<file path="src/design/sdtk_pkg.sv">
`timescale 1ns / 1ps
// shared types and constants of the stereo delay tap with kill unit
package sdtk_pkg;

   localparam int SAMPLE_BITS    = 16;
   localparam int FIELD_BITS     = 16;
   localparam int CHAN_BITS      = 2;
   localparam int CHAN_SLOTS     = 4;
   localparam int KNOB_CHANNELS  = 3;
   localparam int GAIN_BITS      = 17;
   localparam int DELAY_BITS     = 16;
   localparam int CSR_INDEX_BITS = 3;
   localparam int CSR_DATA_BITS  = 17;

   // delay cv times scale, in samples with 11 fraction bits
   localparam int DPROD_BITS = 32;
   localparam int DCV_SHIFT  = 11;

   // gain cv: |cv| * 16 / 5 rounded, division done by reciprocal
   localparam int GAIN_CV_SHIFT = 4;
   localparam int GAIN_CV_BIAS  = 2;
   localparam int GX_BITS       = 20;
   localparam int GPROD_BITS    = 41;
   localparam int RECIP_SHIFT   = 23;
   localparam logic [20:0] GAIN_RECIP = 21'd1677722;

   // gain of 2^16 is unity
   localparam int GAIN_SHIFT = 16;
   localparam logic [GAIN_BITS-1:0]  GAIN_UNITY  = 17'd65536;
   localparam logic [GAIN_BITS-1:0]  GAIN_RESET  = 17'd32768;
   localparam logic [DELAY_BITS-1:0] DELAY_RESET = 16'd32768;
   localparam logic [DELAY_BITS-1:0] SCALE_RESET = 16'd14400;

   typedef enum logic [CSR_INDEX_BITS-1:0] {
      CSR_GAIN_ONE    = 3'd0,
      CSR_GAIN_TWO    = 3'd1,
      CSR_GAIN_THREE  = 3'd2,
      CSR_DELAY_ONE   = 3'd3,
      CSR_DELAY_TWO   = 3'd4,
      CSR_DELAY_THREE = 3'd5,
      CSR_DELAY_SCALE = 3'd6
   } csr_index_type;

   typedef struct packed {
      logic [CHAN_BITS-1:0]          channel;
      logic signed [SAMPLE_BITS-1:0] dry_left;
      logic signed [SAMPLE_BITS-1:0] dry_right;
      logic signed [SAMPLE_BITS-1:0] arrival_left;
      logic signed [SAMPLE_BITS-1:0] arrival_right;
      logic signed [FIELD_BITS-1:0]  gain_cv;
      logic signed [FIELD_BITS-1:0]  delay_cv;
      logic                          kill_button;
   } req_type;

   typedef struct packed {
      logic [CHAN_BITS-1:0]          out_channel;
      logic signed [SAMPLE_BITS-1:0] departure_left;
      logic signed [SAMPLE_BITS-1:0] departure_right;
   } rsp_type;

   // registered modulation terms handed to the setback and gain stage
   typedef struct packed {
      logic signed [DPROD_BITS-1:0] delay_prod;
      logic [GPROD_BITS-1:0]        gain_prod;
      logic                         gain_cv_neg;
      logic [DELAY_BITS-1:0]        delay_knob;
      logic [GAIN_BITS-1:0]         gain_knob;
   } mod_term_type;

endpackage

</file>
<file path="src/design/sdtk_mod_calc.sv">
`timescale 1ns / 1ps
// setback and gain from knob settings and registered cv products
module sdtk_mod_calc #(
   parameter int RING_DEPTH = 65536
) (
   input  sdtk_pkg::mod_term_type                 term,
   output logic [$clog2(RING_DEPTH)-1:0]          setback,
   output logic [sdtk_pkg::GAIN_BITS-1:0]         gain
);
   import sdtk_pkg::*;

   localparam int PTR_W = $clog2(RING_DEPTH);
   localparam int SB_W  = 23;
   localparam int GR_W  = 20;
   localparam logic signed [SB_W-1:0] SB_MAX   = SB_W'(RING_DEPTH - 1);
   localparam logic signed [GR_W-1:0] GAIN_MAX = GR_W'(GAIN_UNITY);
   localparam logic [DPROD_BITS-1:0]  DCV_ROUND = DPROD_BITS'(1) << (DCV_SHIFT - 1);

   logic [DPROD_BITS-1:0] dmag;
   logic [DPROD_BITS-1:0] dround;
   logic [SB_W-1:0]       dq;
   logic signed [SB_W-1:0] sb_raw;
   logic [GAIN_BITS-1:0]  gq;
   logic signed [GR_W-1:0] g_raw;

   always_comb begin
      // delay cv term, rounded half away from zero
      dmag = term.delay_prod[DPROD_BITS-1] ? DPROD_BITS'(-term.delay_prod)
                                           : DPROD_BITS'(term.delay_prod);
      dround = dmag + DCV_ROUND;
      dq = SB_W'(dround >> DCV_SHIFT);
      sb_raw = $signed(SB_W'(term.delay_knob))
             + (term.delay_prod[DPROD_BITS-1] ? -$signed(dq) : $signed(dq));
      if (sb_raw < 0) begin
         setback = '0;
      end else if (sb_raw > SB_MAX) begin
         setback = PTR_W'(RING_DEPTH - 1);
      end else begin
         setback = sb_raw[PTR_W-1:0];
      end

      // gain cv term from the reciprocal product
      gq = term.gain_prod[RECIP_SHIFT +: GAIN_BITS];
      g_raw = $signed(GR_W'(term.gain_knob))
            + (term.gain_cv_neg ? -$signed(GR_W'(gq)) : $signed(GR_W'(gq)));
      if (g_raw < 0) begin
         gain = '0;
      end else if (g_raw > GAIN_MAX) begin
         gain = GAIN_UNITY;
      end else begin
         gain = g_raw[GAIN_BITS-1:0];
      end
   end

endmodule

</file>
<file path="config.mk">
export PLATFORM = sky130hd
export DESIGN_NAME = sdtk_mod_calc
export DESIGN_NICKNAME = d
export VERILOG_FILES = /design/src/design/sdtk_pkg.sv /design/src/design/sdtk_mod_calc.sv
export SDC_FILE = /design/constraint.sdc
export NUM_CORES = 1
export LEC_CHECK = 0
export ABC_AREA = 0
export BUFFER_PORTS_ARGS = -buffer_cell sky130_fd_sc_hd__buf_2
export CAP_MARGIN = 10
export CORE_AREA = 10 10 106 117
export DETAILED_ROUTE_END_ITERATION = 10
export DIE_AREA = 0 0 116 127
export MAX_ROUTING_LAYER = met4
export PLACE_DENSITY_LB_ADDON = 0.2
export SLEW_MARGIN = 20
export SYNTH_ARGS = -nofsm -noshare
export SYNTH_HDL_FRONTEND = slang
export SYNTH_SLANG_ARGS = --single-unit
</file>
<file path="constraint.sdc">
create_clock -name vclk -period 9.92
set_clock_uncertainty 0.15 [all_clocks]
set_input_delay 1.488 -clock vclk [all_inputs]
set_output_delay 1.488 -clock vclk [all_outputs]
set_load 0.03 [all_outputs]
</file>
== Word-level counts from Yosys, hierarchy flattened ==
Cells that the tools add are included.

* Muxes and demuxes: 7
* Order comparisons: 4
* Add/sub/neg operators: 6

{| class="wikitable"
|+ Operators with widths
! operator !! count
|-
| $mux 17 || 2
|-
| $add 32x11->32 const B || 1
|-
| $mux 16 || 2
|-
| $mux 32 || 1
|-
| $neg 32->32 || 1
|-
| $add 17x23->23 || 1
|-
| $gt 23x17->1 const B || 1
|-
| $lt 23x1->1 const B || 1
|-
| $mux 23 || 1
|-
| $neg 21->23 || 1
|-
| $add 18x20->20 || 1
|-
| $gt 20x18->1 const B || 1
|-
| $lt 20x1->1 const B || 1
|-
| $mux 20 || 1
|-
| $neg 17->20 || 1
|}

* Register bits after elaboration: 0
* Bits of input ports: 107
* Word-level logic and storage cells: 17

== Depth between registers and ports, before layout ==
Gate-level depths: netlist of the first run.

* Word-level depth: 9
* Gate-level depth with buffers: 34

== Worst setup path before layout of the first run ==
No wires, ideal clock.

* Path type: input -> output
* Start point: input port term[106] (netlist name)
* End point: output port setback[10]
* Buffers on the path: 8
* Arrival: 7935 ps
* Stages on the path: 34
* Required time: 8282 ps
* Path slack: 347 ps
* Cells stage by stage: clkbuf_1 clkbuf_1 clkbuf_1 clkbuf_1 clkbuf_1 clkbuf_1 o21ai_0 xnor2_1 ha_1 nand4_1 a21bo_1 buf_2 nor2_1 xnor2_1 xnor2_1 nand3_1 nor2_1 a21oi_1 o22ai_1 xor2_1 ha_1 and2_1 a32o_1 a311o_1 a21oi_1 o21ba_2 o21ai_0 nand3_1 nand2_1 nand3b_1 a211o_1 a221oi_4 buf_6 a21oi_1

* Cells in the longest elaborated chain, start to end: 9
* Elaborated cells between the ends (all ways): 10
* Those cells by class: 4 x add/sub; 2 x order compare; 4 x mux

{| class="wikitable"
|+ RTL lines
! item !! RTL line !! RTL
|-
| start, declared || sdtk_mod_calc.sv:6 || <nowiki>input sdtk_pkg::mod_term_type term,</nowiki>
|-
| $neg 32->32 || sdtk_mod_calc.sv:28 || <nowiki>dmag = term.delay_prod[DPROD_BITS-1] ? DPROD_BITS'(-term.delay_prod)</nowiki>
|-
| $mux 32 || sdtk_mod_calc.sv:28 ||
|-
| $add 32x11->32 || sdtk_mod_calc.sv:30 || <nowiki>dround = dmag + DCV_ROUND;</nowiki>
|-
| $neg 21->23 || sdtk_mod_calc.sv:33 || <nowiki>+ (term.delay_prod[DPROD_BITS-1] ? -$signed(dq) : $signed(dq));</nowiki>
|-
| $mux 23 * || sdtk_mod_calc.sv:33 ||
|-
| $add 17x23->23 * || sdtk_mod_calc.sv:33 ||
|-
| $gt 23x17->1 || sdtk_mod_calc.sv:36 || <nowiki>end else if (sb_raw > SB_MAX) begin</nowiki>
|-
| $mux 16 || sdtk_mod_calc.sv:36 ||
|-
| $mux 16 * || sdtk_mod_calc.sv:34 || <nowiki>if (sb_raw < 0) begin</nowiki>
|-
| end, declared || sdtk_mod_calc.sv:7 || <nowiki>output logic [$clog2(RING_DEPTH)-1:0] setback,</nowiki>
|}

Mark *: on every way between the ends. The rest lies on a longest branch, timed or not.

== Final worst setup path of the first run ==
* Start point: input port term[79] (netlist name)
* End point: output port setback[7]

* Cells in the longest elaborated chain, start to end: 9
* Elaborated cells between the ends (all ways): 10
* Those cells by class: 4 x add/sub; 2 x order compare; 4 x mux

{| class="wikitable"
|+ RTL lines
! item !! RTL line
|-
| $neg 32->32 || sdtk_mod_calc.sv:28
|-
| $mux 32 * || sdtk_mod_calc.sv:28
|-
| $add 32x11->32 * || sdtk_mod_calc.sv:30
|-
| $neg 21->23 || sdtk_mod_calc.sv:33
|-
| $mux 23 * || sdtk_mod_calc.sv:33
|-
| $add 17x23->23 * || sdtk_mod_calc.sv:33
|-
| $gt 23x17->1 || sdtk_mod_calc.sv:36
|-
| $mux 16 || sdtk_mod_calc.sv:36
|-
| $mux 16 * || sdtk_mod_calc.sv:34
|}

Marked as above.

==> results of run 1 <==
## layout make-up
type	instances	area (um2)
repair buffers	124	641
fillers	1036	5110
inverters	33	124
multi-input cells	593	4120
well taps	123	154
## layer usage
metal | wire length [um] | global-route usage [%] | share of wire (%)
met5 | 0 | - | 0
met3 | 700 | 1.83 | 5.4
met1 | 5790 | 19.5 | 45
met4 | 121 | 2.43 | 0.93
met2 | 6380 | 29.7 | 49
## cell usage in the layout, fill, tap and decap left out, types with 4 or more instances in the layout
master and count:
nand3b_1 6, nand2_1 50, and2_1 4, o31ai_1 13, a31o_2 4, xor2_1 24
o21ai_1 4, nor2_1 61, buf_2 116, nor3_1 23, a21boi_0 4, xnor2_1 69
a31oi_1 6, o21a_1 6, or2_2 6, a21oi_1 45, a211oi_1 7, o21ai_0 45
mux2i_1 4, buf_4 8, or4_1 12, and3_1 9, nor4_1 12, nand2b_1 13
o41ai_1 10, inv_1 33, a21o_1 6, nand4_1 9, nor2b_1 4, or3_1 17
ha_1 38, nand3_1 15
## worst max path at each step
| stage | start | endpoint | slack (ps) | cells after the start |
|---|---|---|---|---|
| after floorplan | term[106] | setback[10] | 350 | 34 |
| after global placement | term[79] | setback[1] | 540 | 31 |
| after detailed placement | term[79] | setback[7] | 450 | 31 |
| after CTS | term[79] | setback[7] | 440 | 31 |
| after global routing | term[79] | setback[10] | 70 | 31 |
| final | term[79] | setback[7] | 600 | 31 |
## cells in the mapped netlist (3+ instances only)
library cell	instances
a41oi_1	3
or4_4	3
o41ai_1	10
and3_1	9
o21ai_0	46
buf_2	5
clkbuf_1	23
xor2_1	24
inv_1	33
or2_2	6
o21ai_1	3
mux2i_1	4
o311a_1	3
nor3_1	23
o21a_1	6
o211ai_1	3
nor2_1	62
o22ai_1	3
ha_1	38
nand3b_1	6
nor4_1	12
xnor2_1	69
a21o_1	6
nand4_1	9
nor3b_1	3
nand3_1	15
a31o_2	4
nand2_1	50
buf_6	3
and2_1	4
a21boi_0	4
or3_1	17
a21oi_1	45
a211o_1	3
o31ai_1	13
nand2b_1	13
nand4b_1	3
a211oi_1	8
nor2b_1	4
or4_1	12
a31oi_1	6
## what timing repair did
| item | 4_1_cts | 5_1_grt |
|---|---|---|
| endpoints found under the setup margin | 0 | 16 |
| resized for setup | 0 | 2 |
| hold buffers | 0 | 0 |
## power by group through the flow
| stage | Clock (mW) | Combinational [mW] | Sequential, mW |
|---|---|---|---|
| 4_1_cts | 0 | 0.347 | 0 |
| 5_1_grt | 0 | 0.387 | 0 |
| 3_3_place_gp | 0 | 0.337 | 0 |
| 3_5_place_dp | 0 | 0.345 | 0 |
| 6_report | 0 | 0.347 | 0 |
| 2_1_floorplan | 0 | 0.265 | 0 |
## cell families (layout without fill, tap and decap cells)
logic type	after synthesis	in the layout
AO/OA/AOI/OAI	198	198
XOR/XNOR	93	93
adder cells (fa/ha/maj)	40	40
buffers and inverters	65	157
multiplexers	4	4
AND/OR/NAND/NOR	258	258
==> out/qor.csv, run 1 <==
stage;metric;value;unit
synthesis;synthSimpleGateAreaFrac;31.2;%
final_layout;design.seq.count;0;
synthesis;synth.distinct_cells;76;
placement;dpl-instance-area;5040;um2
setup_path;cp_data_arrival_time;7680;ps
sta;hold_viol_final;0;
floorplan;dieWidth;116;um
job;drv_cap;0;
final_layout;nClkBuffers;0;
synthesis;synth_top_cell_area_share;13.8;%
drt;dr_total_vias;5128;
final_layout;drive_above_1_share;20.0;%
drt;vias_per_cell;5.87;
power_and_ir_drop;power_density;68.8;nW/um2
synthesis;synth_compound_area_share;31.4;%
drt;dr.pass1.iters;4;
sta;fin_worst_hold_slack;3360;ps
setup_path;worst_setup_path_end_kind;primary output;
power_and_ir_drop;power.share.switching;60.0;%
synthesis;syn-num-nets;805;
hold_path;holdCritStartpoint;term[17];
sta;fin_crit_sh;93.9;%
final_layout;diodes;0;
power_and_ir_drop;seqPwrFrac;0;%
sta;fin_crit;9320;ps
floorplan;io_pins;140;
floorplan;die_h;127;um
power_and_ir_drop;pwr-share-clk;0;%
final_layout;regArea;0;um2
setup_path;start_kind;input pin;
synthesis;synth_area;4390;um2
synthesis;synth_top_family_by_area;compound AO/OA/AOI/OAI gates;
sta;relSlewSlack;50.2;%
setup_path;path_class;input pin to primary output;
placement;hpwl;11000;um
drt;drt_iter0_markers;233;
final_layout;final_area;5040;um2
setup_path;cp_num_buf_inv;3;
synthesis;muxShareOfSynthArea;0.912;%
synthesis;yosysTopAreaCell;xnor2_1;
power_and_ir_drop;power_frac_comb;100.0;%
setup_path;critPathMaxFanout;16;
sta;setup_viol;0;
setup_path;critical_path_required;8280;ps
synthesis;syn_area_per_cell;6.67;um2
floorplan;start_util;43.2;%
drt;final_antenna_net_count;0;
sta;setup_ws;603;ps
hold_path;hold-path-endpoint;setback[0];
synthesis;synth_cells;658;
hold_path;hold_depth;5;
run_status;outcome;completed;
grt;grt_pass1_wl;21100;um
clock_network;post-cts-setup-buffers;0;
grt;grt_max_degree;36;
placement;gp_congestion;0.969;
sta;slew_viol_final;0;
power_and_ir_drop;p_leak;2.13;nW
synthesis;synthTopCellsByArea;xnor2_1 (14%), ha_1 (11%), nor2_1 (5.3%);
floorplan;die-area;14700;um2
grt;antenna_found_initial;0;
sta;rsz0062_at_grt;false;
power_and_ir_drop;internal-power;139;uW
grt;grt_use_total;16.5;%
floorplan;rows;39;
sta;worst_slew_pin_slew;746;ps
sta;max_freq;107;MHz
synthesis;synthAdderAreaFrac;11.7;%
hold_path;hold_class;input pin to primary output;
final_layout;nNetsFinal;899;
final_layout;area_delta_synth_final;14.9;%
final_layout;stdcell_count;873;
floorplan;core;10100;um2
grt;overflow;0;
power_and_ir_drop;power_switching;208;uW
synthesis;ys_seq_area_share;0;%
power_and_ir_drop;total_power;347;uW
grt;grt_pass1_vias;4923;
synthesis;ys_warn_count;0;
placement;pre_cts_ws;451;ps
placement;port-buffer-count;116;
drt;routed_wl;13000;um
final_layout;post-route-util;49.7;%
power_and_ir_drop;ir_drop;43.5;uV
synthesis;synth_xor_area_share;18.6;%
setup_path;slowest_delay;620;ps
sta;setup_tns;0;ps
drt;drc;0;
setup_path;cp_slowest_cell;or4_4;
drt;post_drt_wl_per_cell;14.9;um
setup_path;critical-path-top-delay-family;compound AO/OA/AOI/OAI gates;
placement;numPlacedInstances;873;
(Power assumes the default switching activity.)
==> inputs of run 2 (changes only) <==
--- a/config.mk
+++ b/config.mk
@@ -8,9 +8,9 @@
 export ABC_AREA = 0
 export BUFFER_PORTS_ARGS = -buffer_cell sky130_fd_sc_hd__buf_2
 export CAP_MARGIN = 10
-export CORE_AREA = 10 10 106 117
+export CORE_AREA = 10 10 129 143
 export DETAILED_ROUTE_END_ITERATION = 10
-export DIE_AREA = 0 0 116 127
+export DIE_AREA = 0 0 139 153
 export MAX_ROUTING_LAYER = met4
 export PLACE_DENSITY_LB_ADDON = 0.2
 export SLEW_MARGIN = 20
==> run 2 against run 1 <==
Total power is 0.10% lower; routed wire length is 3.2% higher; setup slack better by 22 ps; critical path depth stayed put; final cell count is 9.3% higher; combinational power hardly changed; worst hold slack worse by 3.5 ps; global-route usage is 4.4 points lower; maximum frequency is 0.24% higher; non-clock buffer count is 3 higher; die area is 44% higher; flip-flop and latch count stayed put; critical path type unchanged; critical endpoint is now setback[14].
==> out/qor.csv, run 2 (synthesis gave the netlist of run 1 again) <==
stage;metric;value;unit;change
drt;dr_total_vias;4939;;-3.7%
sta;setup_tns;0;ps;unchanged
final_layout;multi_input_area;4120;um2;unchanged
drt;dr.pass1.iters;5;;+1
floorplan;io_pins;140;;unchanged
floorplan;core;15500;um2;+53%
grt;antenna_found_initial;1;;+1
setup_path;cp_data_arrival_time;7660;ps;-20 ps
setup_path;cp_slowest_cell;or4_4;;
final_layout;area_delta_synth_final;17.7;%;
hold_path;hold_class;input pin to primary output;;
hold_path;hold_depth;5;;unchanged
sta;rsz0062_at_grt;false;;
grt;overflow;0;;unchanged
power_and_ir_drop;ir_drop;31.8;uV;-27%
drt;vias_per_cell;5.18;;-12%
drt;post_drt_wl_per_cell;14.0;um;-5.6%
final_layout;nClkBuffers;0;;unchanged
final_layout;nFillCells;1768;;+71%
floorplan;start_util;28.3;%;-15 points
drt;routed_wl;13400;um;+3.2%
placement;hpwl;11600;um;+4.9%
clock_network;hold_buffers;0;;unchanged
setup_path;slowest_delay;620;ps;about the same
final_layout;final_common_cell;buf_2;;
sta;fin_crit;9290;ps;-22.1 ps
drt;drt_iter0_markers;147;;-37%
power_and_ir_drop;total_power;347;uW;-0.10%
final_layout;regArea;0;um2;unchanged
hold_path;holdCritStartpoint;term[17];;
setup_path;start_kind;input pin;;
grt;grt_max_degree;37;;+2.8%
placement;port-buffer-count;116;;unchanged
grt;grt_pass1_vias;4849;;-1.5%
final_layout;layout_common_cells;buf_2 (116), xnor2_1 (69), nor2_1 (61);;
sta;relSlewSlack;46.6;%;-3.6 points
drt;final_antenna_net_count;0;;unchanged
sta;setup_viol;0;;unchanged
sta;hold_viol_final;0;;unchanged
setup_path;worst_setup_path_end_kind;primary output;;
sta;slew_viol_final;0;;unchanged
placement;gp_congestion;0.810;;-16%
floorplan;rows;48;;+23%
sta;worst_slew_pin_slew;800;ps;+53.9 ps
grt;grt_use_total;12.1;%;-4.4 points
setup_path;path_class;input pin to primary output;;
drt;drc;0;;unchanged
sta;fin_crit_sh;93.7;%;-0.22 points
power_and_ir_drop;p_leak;2.14;nW;+0.68%
sta;max_freq;108;MHz;+0.24%
run_status;outcome;completed;;
hold_path;hold-path-endpoint;setback[0];;
power_and_ir_drop;power_density;67.2;nW/um2;-2.5%
setup_path;critical_path_required;8280;ps;about the same
floorplan;dieWidth;139;um;+20%
setup_path;critical-path-top-delay-family;compound AO/OA/AOI/OAI gates;;
final_layout;design.seq.count;0;;unchanged
final_layout;drive_above_1_share;20.3;%;+0.32 points
floorplan;die_h;153;um;+20%
final_layout;nNetsFinal;902;;+0.33%
setup_path;critPathMaxFanout;16;;unchanged
job;drv_cap;0;;unchanged
setup_path;crit_path_frequent_cell;xnor2_1;;
setup_path;cp_num_buf_inv;3;;unchanged
grt;grt_pass1_wl;22900;um;+8.4%
floorplan;die-area;21300;um2;+44%
[run 2: worst max path at each step]
stage                  end  slack, ps       from  cells after the start
6_report       setback[14]        630   term[79]                     31
5_1_grt         setback[8]         80   term[79]                     27
4_1_cts        setback[11]        420   term[79]                     31
3_5_place_dp   setback[11]        420   term[79]                     31
3_3_place_gp    setback[1]        410   term[79]                     31
2_1_floorplan  setback[10]        350  term[106]                     34
[run 2: layout make-up]
class | count | area share (%)
Multi-Input combinational cell | 593 | 79.9
Timing Repair Buffer | 127 | 12.8
Tap cell | 200 | 4.85
Inverter | 33 | 2.40
Antenna cell | 1 | 0.0485
[run 2: power breakdown]
part	total [mW]	leakage (nW)	switching (mW)	internal (mW)
clock	0.0000000135	0.00000634	0	0.0000000135
sequential	0	0	0	0
combinational	0.347	2.14	0.208	0.139
[run 2: worst min-delay path, stage by stage]
cell	delay [ps]
buf_2	80
ha_1	120
inv_1	30
a21oi_1	100
buf_2	200
[run 2: layer usage]
| layer | GRT usage, % | share of wire, % | vias to the layer above |
|---|---|---|---|
| met5 | - | 0 | - |
| met4 | 0.0497 | 0 | 0 |
| met3 | 1.33 | 3.6 | 0 |
| met2 | 21.1 | 48 | 91 |
| met1 | 15.4 | 49 | 2199 |
| li1 | - | - | 2649 |
[run 2: timing repair]
| item | in CTS | in global routing |
|---|---|---|
| setup buffers | 0 | 0 |
| resized for setup | 0 | 2 |
| setup endpoints to repair | 0 | 16 |
[run 2: per-stage QoR]
step	hold slack (ps)	area (um2)	util [%]	instances	setup WS, ps
2_1_floorplan	3180	4390	-	658	347
3_3_place_gp	3360	5160	33.3	953	414
3_5_place_dp	3370	5160	33.3	953	420
4_1_cts	3370	5160	33.3	953	416
5_1_grt	3420	5160	33.3	954	76.9
6_report	3360	5160	33.3	954	625
==> inputs of run 3 (changes only) <==
--- a/config.mk
+++ b/config.mk
@@ -13,6 +13,7 @@
 export DIE_AREA = 0 0 139 153
 export MAX_ROUTING_LAYER = met4
 export PLACE_DENSITY_LB_ADDON = 0.2
+export RECOVER_POWER = 50
 export SLEW_MARGIN = 20
 export SYNTH_ARGS = -nofsm -noshare
 export SYNTH_HDL_FRONTEND = slang
==> constraint.sdc (replaced) <==
create_clock -name vclk -period 8.3
set_clock_uncertainty 0.15 [all_clocks]
set_input_delay 1.245 -clock vclk [all_inputs]
set_output_delay 1.245 -clock vclk [all_outputs]
set_load 0.03 [all_outputs]
==> run 3 against run 2 <==
Worst hold slack worse by 510 ps; critical path depth down 3; sequential share of layout area unchanged; flip-flop and latch count unchanged; final cell count up 9.0%; first-iteration DRC count down 8.8%; setup slack worse by 420 ps; total power up 48%.
==> out/qor.csv, run 3 (synthesis gave the netlist of run 1 again) <==
stage;metric;value;unit;change
drt;post_drt_wl_per_cell;13.5;um;-3.9%
setup_path;cp_num_buf_inv;7;;+4
floorplan;rows;48;;unchanged
final_layout;drive_above_1_share;32.5;%;+12 points
drt;routed_wl;14000;um;+4.8%
placement;hpwl;12000;um;+4.0%
drt;drc;0;;unchanged
drt;dr.pass1.iters;4;;-1
setup_path;critical-path-top-delay-family;compound AO/OA/AOI/OAI gates;;
grt;grt_pass1_vias;5066;;+4.5%
grt;overflow;0;;unchanged
setup_path;critPathMaxFanout;9;;-7
final_layout;final_area;6170;um2;+19%
drt;final_antenna_net_count;0;;unchanged
sta;fin_crit_sh;97.5;%;
final_layout;final_common_cell;buf_4;;
setup_path;cp_slowest_cell;or4_4;;
sta;slew_viol_final;0;;unchanged
placement;port-buffer-count;116;;unchanged
final_layout;area_delta_synth_final;40.5;%;
final_layout;regArea;0;um2;unchanged
setup_path;path_class;input pin to primary output;;
grt;grt_max_degree;36;;-2.7%
job;drv_cap;0;;unchanged
final_layout;nClkBuffers;0;;unchanged
sta;fin_crit;8090;ps;
power_and_ir_drop;ir_drop;42.0;uV;+32%
floorplan;die-area;21300;um2;unchanged
setup_path;cp_data_arrival_time;6700;ps;-960 ps
grt;grt_pass1_wl;23500;um;+2.7%
run_status;outcome;completed;;
sta;max_freq;124;MHz;
setup_path;crit_path_frequent_cell;buf_4;;
final_layout;multi_input_area;4340;um2;+5.3%
setup_path;worst_setup_path_end_kind;primary output;;
drt;drt_iter0_markers;134;;-8.8%
placement;dpl-instance-area;5790;um2;+12%
grt;grt_use_total;12.5;%;+0.42 points
floorplan;dieWidth;139;um;unchanged
final_layout;layout_common_cells;buf_4 (92), buf_2 (88), xnor2_1 (68);;
sta;fin_worst_hold_slack;2850;ps;-505 ps
power_and_ir_drop;total_power;512;uW;+48%
setup_path;critical_path_required;6900;ps;-1380 ps
power_and_ir_drop;p_leak;2.59;nW;+21%
sta;rsz0062_at_grt;true;;
drt;dr_total_vias;5296;;+7.2%
grt;antenna_found_initial;2;;+1
clock_network;hold_buffers;0;;unchanged
floorplan;die_h;153;um;unchanged
sta;hold_viol_final;0;;unchanged
drt;vias_per_cell;5.09;;-1.6%
sta;setup_viol;0;;unchanged
final_layout;design.seq.count;0;;unchanged
hold_path;hold_class;input pin to primary output;;
setup_path;slowest_delay;540;ps;-80 ps
power_and_ir_drop;power_density;83.0;nW/um2;+24%
final_layout;nFillCells;1643;;-7.1%
sta;worst_slew_pin_slew;733;ps;-66.4 ps
floorplan;io_pins;140;;unchanged
sta;relSlewSlack;51.0;%;+4.4 points
setup_path;start_kind;input pin;;
final_layout;nNetsFinal;987;;+9.4%
floorplan;start_util;28.3;%;unchanged
placement;gp_congestion;0.816;;+0.69%
floorplan;core;15500;um2;unchanged
-- run 3: cell types whose count changed in the layout (fill, tap and decap cells not counted), moves of 4 or more --
cell,previous run,this run
clkbuf_1,0,11
o21ai_0,45,41
a21oi_1,45,24
buf_4,11,92
a21oi_2,0,19
buf_6,0,17
buf_2,116,88
-- run 3: metal layers --
layer | vias up | share of wire [%] | global-route usage (%)
met1 | 2347 | 46 | 15.5
met2 | 114 | 49 | 22.1
met5 | - | 0 | -
met3 | 4 | 4.2 | 1.61
li1 | 2831 | - | -
met4 | 0 | 0.22 | 0.298
-- run 3: final cells by class --
cell class / count / area share [%]
Inverter: 33 / 2.01
Antenna cell: 2 / 0.0812
Multi-Input combinational cell: 593 / 70.4
Timing Repair Buffer: 212 / 23.4
Tap cell: 200 / 4.06
-- run 3: path summary, 6_finish.rpt --
path              startpoint     endpoint  slack, ps  depth (start not counted)
setup / recovery    term[79]  setback[10]        210                         28
hold / removal      term[17]   setback[0]       2850                          5
-- run 3: report_power, final --
group          internal, mW    total (mW)  switching [mW]
clock          0.0000000322  0.0000000323               0
sequential                0             0               0
combinational         0.234         0.512           0.278
total                 0.234         0.512           0.278
-- run 3: metrics by stage --
stage	instances	TNS, ps	setup slack, ps	utilization (%)
6_report	1040	0	208	39.8
2_1_floorplan	658	-514	-55.5	-
4_1_cts	1032	0	6.15	37.8
3_5_place_dp	1030	-7000	-492	37.4
3_3_place_gp	1030	-6120	-432	37.4
5_1_grt	1040	-808	-85.3	39.8
-- run 3: repair_timing --
action,in CTS,in global routing
buffers inserted,2,5
cloned,0,1
pin swaps,4,34
endpoints found under the setup margin,16,16
resized for setup,12,78
